--- src/hw/rtl/pba_pkg.sv ---
// Package of the paged bump allocator: beat types, codes, reset values
// and the controller/datapath command and status structs. No dependencies.
package pba_pkg;

  // Field widths of the beats and registers.
  localparam int unsigned SIZE_W   = 17;
  localparam int unsigned HDR_W    = 9;
  localparam int unsigned PAGE_W   = 4;
  localparam int unsigned COUNT_W  = 8;
  localparam int unsigned CFG_IDX_W = 2;

  // Alignment of every block, and the reciprocal used to round up to it.
  localparam int unsigned ALIGN_BYTES = 8;
  localparam int unsigned ALIGN_SHIFT = 24;
  localparam int unsigned RECIP_W     = 25;
  localparam int unsigned ALIGN_RECIP =
      ((1 << ALIGN_SHIFT) + ALIGN_BYTES - 1) / ALIGN_BYTES;
  // Widths inside the rounding unit.
  localparam int unsigned ALN_IN_W = SIZE_W + 1;
  localparam int unsigned PROD_W   = ALN_IN_W + RECIP_W;
  localparam int unsigned QUOT_W   = PROD_W - ALIGN_SHIFT;
  localparam int unsigned MULT_W   = QUOT_W + 7;

  // Register reset values.
  localparam logic [SIZE_W-1:0] PAGE_BYTES_RST  = 17'd4096;
  localparam logic [HDR_W-1:0]  FIRST_HDR_RST   = 9'd64;
  localparam logic [HDR_W-1:0]  LATER_HDR_RST   = 9'd32;
  localparam logic [SIZE_W-1:0] SMALL_LIMIT_RST = 17'd4032;

  // Fail counter limits.
  localparam logic [COUNT_W-1:0] FAIL_SKIP_LIMIT = 8'd4;
  localparam logic [COUNT_W-1:0] FAIL_MAX        = 8'd255;

  typedef enum logic [CFG_IDX_W-1:0] {
    CFG_PAGE_BYTES  = 2'd0,
    CFG_FIRST_HDR   = 2'd1,
    CFG_LATER_HDR   = 2'd2,
    CFG_SMALL_LIMIT = 2'd3
  } cfg_reg_e;

  typedef enum logic {
    OP_ALLOC = 1'b0,
    OP_RESET = 1'b1
  } op_e;

  typedef enum logic [1:0] {
    STAT_OK         = 2'd0,
    STAT_TOO_LARGE  = 2'd1,
    STAT_FULL       = 2'd2,
    STAT_RESET_DONE = 2'd3
  } status_e;

  typedef struct packed {
    op_e               operation;
    logic [SIZE_W-1:0] size;
  } req_t;

  typedef struct packed {
    status_e           status;
    logic [PAGE_W-1:0] page;
    logic [SIZE_W-1:0] offset;
  } res_t;

  // One page record: fill offset and fail counter.
  typedef struct packed {
    logic [SIZE_W-1:0]  fill;
    logic [COUNT_W-1:0] fails;
  } page_entry_t;

  typedef enum logic [1:0] {
    IDX_HOLD,
    IDX_ZERO,
    IDX_CUR,
    IDX_INC
  } idx_op_e;

  typedef enum logic [2:0] {
    WR_NONE,
    WR_INIT,
    WR_CLEAR,
    WR_FILL,
    WR_BUMP,
    WR_OPEN
  } wr_op_e;

  typedef enum logic [1:0] {
    CUR_HOLD,
    CUR_ZERO,
    CUR_SKIP
  } cur_op_e;

  typedef enum logic [1:0] {
    RES_ZERO,
    RES_WALK,
    RES_OPEN
  } res_src_e;

  // Controller to datapath.
  typedef struct packed {
    logic     accept;
    idx_op_e  idx_op;
    logic     mem_rd;
    logic     aln_hdr;
    wr_op_e   wr_op;
    logic     hdr_save;
    cur_op_e  cur_op;
    logic     open_inc;
    logic     emit;
    status_e  status;
    res_src_e res_src;
  } pba_cmd_t;

  // Datapath to controller.
  typedef struct packed {
    logic op_reset;
    logic too_large;
    logic fits;
    logic more_walk;
    logic more_p2;
    logic p2_any;
    logic pool_full;
  } pba_stat_t;

endpackage

--- src/hw/rtl/pba_ctrl.sv ---
// Controller state machine of the paged bump allocator.
// Depends on pba_pkg for the command and status structs.
module pba_ctrl
  import pba_pkg::*;
(
  input  logic      clk_i,
  input  logic      rst_ni,
  input  logic      start,
  output logic      busy,
  input  pba_stat_t stat_i,
  output pba_cmd_t  cmd_o
);

  typedef enum logic [3:0] {
    S_INIT,
    S_IDLE,
    S_CLEAR,
    S_READ,
    S_ALIGN1,
    S_ALIGN2,
    S_CHECK,
    S_HDR1,
    S_HDR2,
    S_HDR_CHECK,
    S_P2_READ,
    S_P2_BUMP,
    S_OPEN
  } ctrl_state_e;

  ctrl_state_e state_q, state_d;
  logic        busy_q;

  // Next state and the commands issued in the current state.
  always_comb begin
    state_d       = state_q;
    cmd_o         = '0;
    cmd_o.idx_op  = IDX_HOLD;
    cmd_o.wr_op   = WR_NONE;
    cmd_o.cur_op  = CUR_HOLD;
    cmd_o.status  = STAT_OK;
    cmd_o.res_src = RES_ZERO;
    case (state_q)
      S_INIT: begin
        cmd_o.wr_op = WR_INIT;
        state_d     = S_IDLE;
      end
      S_IDLE: begin
        if (start) begin
          cmd_o.accept = 1'b1;
          if (stat_i.op_reset) begin
            cmd_o.idx_op = IDX_ZERO;
            state_d      = S_CLEAR;
          end else if (stat_i.too_large) begin
            cmd_o.emit   = 1'b1;
            cmd_o.status = STAT_TOO_LARGE;
          end else begin
            cmd_o.idx_op = IDX_CUR;
            state_d      = S_READ;
          end
        end
      end
      S_CLEAR: begin
        cmd_o.wr_op = WR_CLEAR;
        if (stat_i.more_walk) begin
          cmd_o.idx_op = IDX_INC;
        end else begin
          cmd_o.cur_op = CUR_ZERO;
          cmd_o.emit   = 1'b1;
          cmd_o.status = STAT_RESET_DONE;
          state_d      = S_IDLE;
        end
      end
      S_READ: begin
        cmd_o.mem_rd = 1'b1;
        state_d      = S_ALIGN1;
      end
      S_ALIGN1: begin
        state_d = S_ALIGN2;
      end
      S_ALIGN2: begin
        state_d = S_CHECK;
      end
      S_CHECK: begin
        if (stat_i.fits) begin
          cmd_o.wr_op   = WR_FILL;
          cmd_o.emit    = 1'b1;
          cmd_o.res_src = RES_WALK;
          state_d       = S_IDLE;
        end else begin
          cmd_o.wr_op = WR_BUMP;
          if (stat_i.more_walk) begin
            cmd_o.idx_op = IDX_INC;
            state_d      = S_READ;
          end else if (stat_i.pool_full) begin
            cmd_o.emit   = 1'b1;
            cmd_o.status = STAT_FULL;
            state_d      = S_IDLE;
          end else begin
            state_d = S_HDR1;
          end
        end
      end
      S_HDR1: begin
        cmd_o.aln_hdr = 1'b1;
        state_d       = S_HDR2;
      end
      S_HDR2: begin
        state_d = S_HDR_CHECK;
      end
      S_HDR_CHECK: begin
        if (stat_i.fits) begin
          cmd_o.hdr_save = 1'b1;
          cmd_o.idx_op   = IDX_CUR;
          state_d        = stat_i.p2_any ? S_P2_READ : S_OPEN;
        end else begin
          cmd_o.emit   = 1'b1;
          cmd_o.status = STAT_TOO_LARGE;
          state_d      = S_IDLE;
        end
      end
      S_P2_READ: begin
        cmd_o.mem_rd = 1'b1;
        state_d      = S_P2_BUMP;
      end
      S_P2_BUMP: begin
        cmd_o.wr_op  = WR_BUMP;
        cmd_o.cur_op = CUR_SKIP;
        cmd_o.idx_op = IDX_INC;
        state_d      = stat_i.more_p2 ? S_P2_READ : S_OPEN;
      end
      S_OPEN: begin
        cmd_o.wr_op    = WR_OPEN;
        cmd_o.open_inc = 1'b1;
        cmd_o.emit     = 1'b1;
        cmd_o.res_src  = RES_OPEN;
        state_d        = S_IDLE;
      end
      default: begin
        state_d = S_IDLE;
      end
    endcase
  end

  // State register and the registered busy flag.
  always_ff @(posedge clk_i or negedge rst_ni) begin
    if (!rst_ni) begin
      state_q <= S_INIT;
      busy_q  <= 1'b1;
    end else begin
      state_q <= state_d;
      busy_q  <= (state_d != S_IDLE);
    end
  end

  assign busy = busy_q;

endmodule

--- src/hw/rtl/pba_datapath.sv ---
// Datapath of the paged bump allocator: configuration registers, page
// memory, shared rounding unit, walk index and result register. Uses pba_pkg.
module pba_datapath
  import pba_pkg::*;
#(
  parameter int unsigned MAX_PAGES = 16
) (
  input  logic                 clk_i,
  input  logic                 rst_ni,
  input  logic                 cfg_we_i,
  input  logic [CFG_IDX_W-1:0] cfg_idx_i,
  input  logic [SIZE_W-1:0]    cfg_data_i,
  input  req_t                 req_i,
  input  pba_cmd_t             cmd_i,
  output pba_stat_t            stat_o,
  output logic                 done_o,
  output res_t                 res_o
);

  localparam int unsigned IW   = (MAX_PAGES > 1) ? $clog2(MAX_PAGES) : 1;
  localparam int unsigned CW   = $clog2(MAX_PAGES + 1);
  localparam int unsigned CMPW = CW + 1;
  localparam int unsigned EXTW = 9;

  // Configuration registers.
  logic [SIZE_W-1:0] page_bytes_q, small_limit_q;
  logic [HDR_W-1:0]  first_hdr_q, later_hdr_q;

  always_ff @(posedge clk_i or negedge rst_ni) begin
    if (!rst_ni) begin
      page_bytes_q  <= PAGE_BYTES_RST;
      first_hdr_q   <= FIRST_HDR_RST;
      later_hdr_q   <= LATER_HDR_RST;
      small_limit_q <= SMALL_LIMIT_RST;
    end else if (cfg_we_i) begin
      case (cfg_reg_e'(cfg_idx_i))
        CFG_PAGE_BYTES:  page_bytes_q  <= cfg_data_i;
        CFG_FIRST_HDR:   first_hdr_q   <= cfg_data_i[HDR_W-1:0];
        CFG_LATER_HDR:   later_hdr_q   <= cfg_data_i[HDR_W-1:0];
        CFG_SMALL_LIMIT: small_limit_q <= cfg_data_i;
        default: ;
      endcase
    end
  end

  // Request size, captured on the accepted beat.
  logic [SIZE_W-1:0] size_q;

  always_ff @(posedge clk_i) begin
    if (cmd_i.accept) begin
      size_q <= req_i.size;
    end
  end

  // Walk index, current page and the count of opened pages.
  logic [IW-1:0] idx_q, cur_q;
  logic [CW-1:0] pages_open_q;
  logic [IW-1:0] idx_inc;
  page_entry_t   rd_q;
  logic          skip;

  assign idx_inc = IW'(idx_q + 1'b1);
  assign skip    = (rd_q.fails > FAIL_SKIP_LIMIT);

  always_ff @(posedge clk_i or negedge rst_ni) begin
    if (!rst_ni) begin
      idx_q        <= '0;
      cur_q        <= '0;
      pages_open_q <= CW'(1);
    end else begin
      case (cmd_i.idx_op)
        IDX_ZERO: idx_q <= '0;
        IDX_CUR:  idx_q <= cur_q;
        IDX_INC:  idx_q <= idx_inc;
        default:  idx_q <= idx_q;
      endcase
      case (cmd_i.cur_op)
        CUR_ZERO: cur_q <= '0;
        CUR_SKIP: cur_q <= skip ? idx_inc : cur_q;
        default:  cur_q <= cur_q;
      endcase
      if (cmd_i.open_inc) begin
        pages_open_q <= pages_open_q + 1'b1;
      end
    end
  end

  // Shared rounding unit: reciprocal multiply, then multiply back.
  logic [ALN_IN_W-1:0] aln_y;
  logic [PROD_W-1:0]   prod_q;
  logic [QUOT_W-1:0]   quot;
  logic [MULT_W-1:0]   m_full;
  logic [ALN_IN_W-1:0] m_q, hdr_m_q;

  assign aln_y  = cmd_i.aln_hdr ? ALN_IN_W'(later_hdr_q) + ALN_IN_W'(ALIGN_BYTES - 1)
                                : ALN_IN_W'(rd_q.fill) + ALN_IN_W'(ALIGN_BYTES - 1);
  assign quot   = prod_q[PROD_W-1:ALIGN_SHIFT];
  assign m_full = MULT_W'(quot) * MULT_W'(ALIGN_BYTES);

  always_ff @(posedge clk_i) begin
    prod_q <= PROD_W'(aln_y) * PROD_W'(ALIGN_RECIP);
    m_q    <= m_full[ALN_IN_W-1:0];
    if (cmd_i.hdr_save) begin
      hdr_m_q <= m_q;
    end
  end

  // Fit test of the rounded offset against the page end.
  logic [ALN_IN_W-1:0] pb_ext, room;
  logic                fits;

  assign pb_ext = ALN_IN_W'(page_bytes_q);
  assign room   = pb_ext - m_q;
  assign fits   = (m_q <= pb_ext) && (room >= ALN_IN_W'(size_q));

  // Page memory: one write and one registered read a cycle.
  page_entry_t       mem_q [MAX_PAGES];
  page_entry_t       wr_data;
  logic [IW-1:0]     wr_addr;
  logic              wr_en;
  logic [COUNT_W-1:0] fails_bumped;
  logic [SIZE_W-1:0] walk_fill, open_fill;

  assign fails_bumped = (rd_q.fails < FAIL_MAX) ? rd_q.fails + 1'b1 : rd_q.fails;
  assign walk_fill    = SIZE_W'(m_q + ALN_IN_W'(size_q));
  assign open_fill    = SIZE_W'(hdr_m_q + ALN_IN_W'(size_q));

  always_comb begin
    wr_en   = 1'b1;
    wr_addr = idx_q;
    wr_data = rd_q;
    case (cmd_i.wr_op)
      WR_INIT: begin
        wr_addr = '0;
        wr_data = '{fill: SIZE_W'(FIRST_HDR_RST), fails: '0};
      end
      WR_CLEAR: wr_data = '{fill: SIZE_W'(first_hdr_q), fails: '0};
      WR_FILL:  wr_data = '{fill: walk_fill, fails: rd_q.fails};
      WR_BUMP:  wr_data = '{fill: rd_q.fill, fails: fails_bumped};
      WR_OPEN: begin
        wr_addr = pages_open_q[IW-1:0];
        wr_data = '{fill: open_fill, fails: '0};
      end
      default: wr_en = 1'b0;
    endcase
  end

  always_ff @(posedge clk_i) begin
    if (wr_en) begin
      mem_q[wr_addr] <= wr_data;
    end
    if (cmd_i.mem_rd) begin
      rd_q <= mem_q[idx_q];
    end
  end

  // Status towards the controller.
  logic [CMPW-1:0] idx_ext, cur_ext, open_ext;

  assign idx_ext  = CMPW'(idx_q);
  assign cur_ext  = CMPW'(cur_q);
  assign open_ext = CMPW'(pages_open_q);

  assign stat_o.op_reset  = (req_i.operation == OP_RESET);
  assign stat_o.too_large = (req_i.size > small_limit_q);
  assign stat_o.fits      = fits;
  assign stat_o.more_walk = (idx_ext + CMPW'(1)) < open_ext;
  assign stat_o.more_p2   = (idx_ext + CMPW'(2)) < open_ext;
  assign stat_o.p2_any    = (cur_ext + CMPW'(1)) < open_ext;
  assign stat_o.pool_full = (pages_open_q >= CW'(MAX_PAGES));

  // Result beat, shown for one cycle.
  logic [EXTW-1:0] idx_pg, open_pg;
  logic            done_q;
  res_t            res_q;

  assign idx_pg  = EXTW'(idx_q);
  assign open_pg = EXTW'(pages_open_q);

  always_ff @(posedge clk_i or negedge rst_ni) begin
    if (!rst_ni) begin
      done_q <= 1'b0;
    end else begin
      done_q <= cmd_i.emit;
    end
  end

  always_ff @(posedge clk_i) begin
    if (cmd_i.emit) begin
      res_q.status <= cmd_i.status;
      case (cmd_i.res_src)
        RES_WALK: begin
          res_q.page   <= idx_pg[PAGE_W-1:0];
          res_q.offset <= SIZE_W'(m_q);
        end
        RES_OPEN: begin
          res_q.page   <= open_pg[PAGE_W-1:0];
          res_q.offset <= SIZE_W'(hdr_m_q);
        end
        default: begin
          res_q.page   <= '0;
          res_q.offset <= '0;
        end
      endcase
    end
  end

  assign done_o = done_q;
  assign res_o  = res_q;

endmodule

--- src/hw/rtl/paged_bump_allocator_unit.sv ---
// Top level of the paged bump allocator: controller plus datapath.
// Depends on pba_pkg, pba_ctrl and pba_datapath.
//
// Usage: a request beat (allocate with a size, or reset the pool) is taken
// at a rising edge where start is high and busy is low. Exactly one result
// beat follows, shown on res_o for one cycle while done_o is high; the
// receiver cannot hold it off. The user writes configuration through cfg_we_i,
// cfg_idx_i and cfg_data_i only while the block is idle; the block itself
// does not enforce this. Work from the accepted beat to the result beat:
//   too large on entry: the result beat is issued straight from idle;
//   allocation from an open page: a walk from the current page, each page
//   tried taking a page memory read, two rounding multiplies and a check;
//   new page opened: the walk, then the header rounding, the fail count
//   pass and the open step;
//   pool full: the walk only; pool reset: a sweep over the opened pages.
// The page memory has a single read port and the rounding unit is shared;
// one request is worked on at a time.
// After reset the block initialises page 0 with busy high, then sits idle
// with one page open.
module paged_bump_allocator_unit
  import pba_pkg::*;
#(
  parameter int unsigned MAX_PAGES = 16
) (
  input  logic                 clk_i,
  input  logic                 rst_ni,
  input  logic                 start,
  output logic                 busy,
  input  req_t                 req_i,
  output logic                 done_o,
  output res_t                 res_o,
  input  logic                 cfg_we_i,
  input  logic [CFG_IDX_W-1:0] cfg_idx_i,
  input  logic [SIZE_W-1:0]    cfg_data_i
);

  pba_cmd_t  cmd;
  pba_stat_t stat;

  // Sequencer of the walk, the second pass and the pool reset sweep.
  pba_ctrl u_ctrl (
    .clk_i  (clk_i),
    .rst_ni (rst_ni),
    .start  (start),
    .busy   (busy),
    .stat_i (stat),
    .cmd_o  (cmd)
  );

  // Page store, rounding unit and result register.
  pba_datapath #(
    .MAX_PAGES (MAX_PAGES)
  ) u_datapath (
    .clk_i      (clk_i),
    .rst_ni     (rst_ni),
    .cfg_we_i   (cfg_we_i),
    .cfg_idx_i  (cfg_idx_i),
    .cfg_data_i (cfg_data_i),
    .req_i      (req_i),
    .cmd_i      (cmd),
    .stat_o     (stat),
    .done_o     (done_o),
    .res_o      (res_o)
  );

endmodule

--- config.mk ---
export PLATFORM = sky130hd
export DESIGN_NAME = paged_bump_allocator_unit
export DESIGN_NICKNAME = d
export VERILOG_FILES = /design/src/hw/rtl/pba_pkg.sv /design/src/hw/rtl/pba_ctrl.sv /design/src/hw/rtl/pba_datapath.sv /design/src/hw/rtl/paged_bump_allocator_unit.sv
export SDC_FILE = /design/constraint.sdc
export NUM_CORES = 1
export LEC_CHECK = 0
export BUFFER_PORTS_ARGS = -buffer_cell sky130_fd_sc_hd__buf_2
export CAP_MARGIN = 0
export CORE_MARGIN = 8
export CORE_UTILIZATION = 45
export CTS_BUF_LIST = sky130_fd_sc_hd__clkbuf_2 sky130_fd_sc_hd__clkbuf_4 sky130_fd_sc_hd__clkbuf_8
export CTS_CLUSTER_SIZE = 30
export DETAILED_ROUTE_END_ITERATION = 10
export GPL_ROUTABILITY_DRIVEN = 0
export SLEW_MARGIN = 25
export SYNTH_ARGS = -nofsm -noshare
export SYNTH_HDL_FRONTEND = slang
export SYNTH_HIERARCHICAL = 1
export SYNTH_SLANG_ARGS = --single-unit
--- constraint.sdc ---
create_clock -name clk_i -period 12.78 [get_ports clk_i]
set_input_delay 0.639 -clock clk_i [delete_from_list [all_inputs] [get_ports clk_i]]
set_output_delay 0.639 -clock clk_i [all_outputs]
set_load 0.01 [all_outputs]
==> impl_metrics.env <==
export IMPL_status="completed"
export IMPL_rr_worst_depth=28
export IMPL_period_share_pct=62.75
export IMPL_syn_to_final_growth_pct=13.03
export IMPL_nets=1790
export IMPL_firstDrtPassIters=5
export IMPL_p_seq_share_pct=43.3
export IMPL_synthArstFlopShare_pct=12.31
export IMPL_rows=86
export IMPL_die_w_um=252.6
export IMPL_routed_wl_mm=57.87
export IMPL_ff2ff_setup_slack_ns=4.76
export IMPL_hold_path_class="input port to flop"
export IMPL_rr_endpoint="u_datapath/mem_q[15][24]"
export IMPL_die_area_mm2=0.06381
export IMPL_whs_ns=0.1638
export IMPL_end_kind="flop"
export IMPL_hold_viol=0
export IMPL_power_switching_mw=2.129
export IMPL_wire_per_inst_um=23.33
export IMPL_critPathLaunchType="flop"
export IMPL_synth_top_area_share_pct=56.74
export IMPL_viasPerCell=5.636
export IMPL_cts_hold_buf=0
export IMPL_ys_ff_latch=577
export IMPL_htreeDepth=3
export IMPL_yosys_warnings=6
export IMPL_postSynthAreaPerCell_um2=16.37
export IMPL_fin_crit_ns=8.020
export IMPL_clock_path_buffers=3
export IMPL_whs_path_depth=1
export IMPL_place_area_mm2=0.02652
export IMPL_cap_violations=0
export IMPL_synth_edf_count=476
export IMPL_power_frac_clock_pct=24.6
export IMPL_leakage_nw=9.927
export IMPL_cp_arrival_ns=8.23
export IMPL_holdCritStartpoint="req_i[14]"
export IMPL_cts_buffers=95
export IMPL_cts_resized=0
export IMPL_worstMarginPinSlew_ns=0.9938
export IMPL_grt_pass1_vias=14361
export IMPL_fin_area_mm2=0.02847
export IMPL_yosysSeqAreaShare_pct=66.23
export IMPL_die_h_um=252.6
export IMPL_crit_type="flop to flop"
export IMPL_crit_family="compound AO/OA/AOI/OAI gates"
export IMPL_rsz0062_at_grt="false"
export IMPL_top_level_ports=66
export IMPL_cts_root_buf="clkbuf_8"
export IMPL_worst_path_max_fanout=16
export IMPL_grt_pass1_wl_mm=88.49
export IMPL_critPathBufInv=1
export IMPL_skew_ns=0.02831
export IMPL_critPathMaxStageDelay_ns=0.75
export IMPL_peakVddDrop_mv=0.08522
export IMPL_required_ns=12.99
export IMPL_internal_power_mw=4.368
export IMPL_max_slew_margin_rel_pct=33.75
export IMPL_p_sw_share_pct=32.77
export IMPL_drt_iter0_markers=1086
export IMPL_antenna_found_initial=1
export IMPL_ant_nets=0
export IMPL_ys_types=83
export IMPL_grt_max_degree=72
export IMPL_postCtsSetupBuffers=0
export IMPL_cts_tree="yes"
export IMPL_via_count=13984
export IMPL_io_buffers=62
export IMPL_drive_gt1_share_pct=28.35
export IMPL_pwr_density_cell_mw_per_mm2=228.2
export IMPL_ys_dominant_reg_cell="edfxtp_1"
export IMPL_cts_sinks=577
export IMPL_r2r_start="u_datapath/page_bytes_q[3]"
export IMPL_p_comb_share_pct=32.1
export IMPL_core_mm2=0.05520
export IMPL_yosysTopAreaCell="edfxtp_1"
export IMPL_fillers=4587
export IMPL_grtUsageTotal_pct=18.37
export IMPL_grt_overflow_total=0
export IMPL_cp_common_cell="ha_1"
export IMPL_synthesis_area_mm2=0.02519
export IMPL_start_util_pct=45.64
export IMPL_slew_violations=0
export IMPL_fmax_ghz=0.1247
export IMPL_setup_viol=0
export IMPL_worst_path_max_delay_cell="nand3b_1"
export IMPL_synth_area_leaders="edfxtp_1 (57%), mux4_2 (11%), dfrtp_1 (6.0%)"
export IMPL_clkTransAtPathRegs_ns=0.06
export IMPL_drc=0
export IMPL_fin_tns_setup_ns=0
export IMPL_hold_end="u_datapath/size_q[14]"
export IMPL_postSynthCellCount=1539
export IMPL_place_hpwl_mm=34.93
export IMPL_insertion_delay_ns=0.69
==> through the flow <==
stage	utilization [%]	power (mW)	instances	setup slack, ns
detailed placement	48.04	4.924	2313	4.754
global route	51.58	6.871	2481	3.972
CTS	51.47	6.545	2478	4.737
floorplan	-	4.281	1541	6.471
finish	51.58	6.497	2481	4.760
global placement	47.99	4.854	2312	5.097
==> cell usage in the layout, fill, tap and decap left out, types with 5 or more instances in the layout <==
master,n
edfxtp_1,476
mux4_2,125
clkbuf_8,101
inv_1,85
ha_1,83
nor2_1,65
nand2_1,63
mux2_2,62
buf_2,61
dfrtp_1,56
o21ai_0,51
a21oi_1,42
clkbuf_4,39
dfxtp_1,30
xnor2_1,27
buf_4,27
nand3_1,21
a22oi_1,20
xor2_1,20
nor2b_1,16
nor2_4,16
o21a_1,14
nand4_1,14
nand2b_1,13
a21o_1,12
dfstp_2,11
clkinv_1,10
or3_1,10
a222oi_1,9
and3_1,8
clkinv_2,6
nand3b_1,6
a22o_1,6
a21oi_2,5
a211oi_1,5
o22ai_1,5
and2_1,5
==> metal layers <==
metal	wire (µm)	up-vias	part of all wire, %	track usage, %
met2	27840	403	48	29.29
met3	3349	91	5.8	3.886
li1	-	6271	-	-
met4	1385	0	2.4	6.166
met5	0	-	0	0
met1	25300	7219	44	24.99
==> layout make-up <==
type                            instances  area [µm²]  area share, %
Sequential cell                       577       16690          58.63
Antenna cell                            1       2.502       0.008788
Multi-Input combinational cell        810        8053          28.28
Clock buffer                          140        1683          5.910
Clock inverter                         25       211.5         0.7426
Inverter                               88       332.8          1.169
Timing Repair Buffer                   92       561.8          1.973
Tap cell                              748       935.9          3.287
==> Yosys cell counts (6+ instances only) <==
| cell type | n |
|---|---|
| a211oi_1 | 6 |
| a21o_1 | 12 |
| a21oi_1 | 47 |
| a222oi_1 | 9 |
| a22o_1 | 6 |
| a22oi_1 | 20 |
| and3_1 | 8 |
| buf_1 | 8 |
| buf_2 | 14 |
| buf_6 | 6 |
| clkbuf_1 | 33 |
| dfrtp_1 | 60 |
| dfstp_2 | 11 |
| dfxtp_1 | 30 |
| edfxtp_1 | 476 |
| ha_1 | 83 |
| inv_1 | 85 |
| mux2_2 | 62 |
| mux4_2 | 125 |
| nand2_1 | 63 |
| nand2b_1 | 13 |
| nand3_1 | 21 |
| nand3b_1 | 6 |
| nand4_1 | 14 |
| nor2_1 | 81 |
| nor2b_1 | 16 |
| o21a_1 | 14 |
| o21ai_0 | 51 |
| or3_1 | 10 |
| xnor2_1 | 27 |
| xor2_1 | 20 |
==> cell families (layout without fill, tap and decap cells) <==
family | after synthesis | in the layout | synth area share (%)
DFF | 577 | 577 | 66.23
and+or+nand+nor | 268 | 268 | 5.418
AOI/OAI and AO/OA | 216 | 216 | 5.692
muxes | 191 | 191 | 14.10
buffers and inverters | 154 | 345 | 2.627
adders and majority gates | 85 | 85 | 4.281
xor gates and xnor gates | 47 | 47 | 1.634
other | 1 | 4 | 0.01489
==> worst max-delay path by stage <==
stage	startpoint	end	slack, ns	cells past startpoint
finish	u_datapath/page_bytes_q[3]	u_datapath/mem_q[15][24]	4.76	28
global route	u_datapath/page_bytes_q[3]	u_datapath/mem_q[11][24]	3.97	28
CTS	u_datapath/m_q[5]	u_datapath/mem_q[8][22]	4.74	27
detailed placement	u_datapath/m_q[5]	u_datapath/mem_q[14][22]	4.75	27
global placement	u_datapath/m_q[5]	u_datapath/mem_q[14][22]	5.10	27
floorplan	u_datapath/page_bytes_q[5]	u_datapath/mem_q[0][22]	6.47	27
==> state kept, by name (all words and copies together), names as in the netlist <==
register	flops
u_datapath/pages_open_q	5
u_datapath/m_q	15
u_datapath/later_hdr_q	9
u_datapath/res_o	20
u_datapath/first_hdr_q	9
u_ctrl/state_q	4
u_datapath/idx_q	4
u_datapath/rd_q	25
u_datapath/done_o	1
u_datapath/mem_q	400
u_ctrl/busy	1
u_datapath/page_bytes_q	17
u_datapath/prod_q	15
u_datapath/cur_q	4
u_datapath/size_q	17
u_datapath/hdr_m_q	14
u_datapath/small_limit_q	17
==> power by group through the flow <==
stage	combinational [mW]	clock [mW]	sequential, mW
after floorplan	1.53	0	2.76
after global placement	2.01	0	2.84
after detailed placement	2.07	0	2.85
after CTS	2.08	1.65	2.82
after global routing	2.30	1.73	2.84
final	2.08	1.60	2.81
Note: power is estimated with default switching activity, not from simulation.
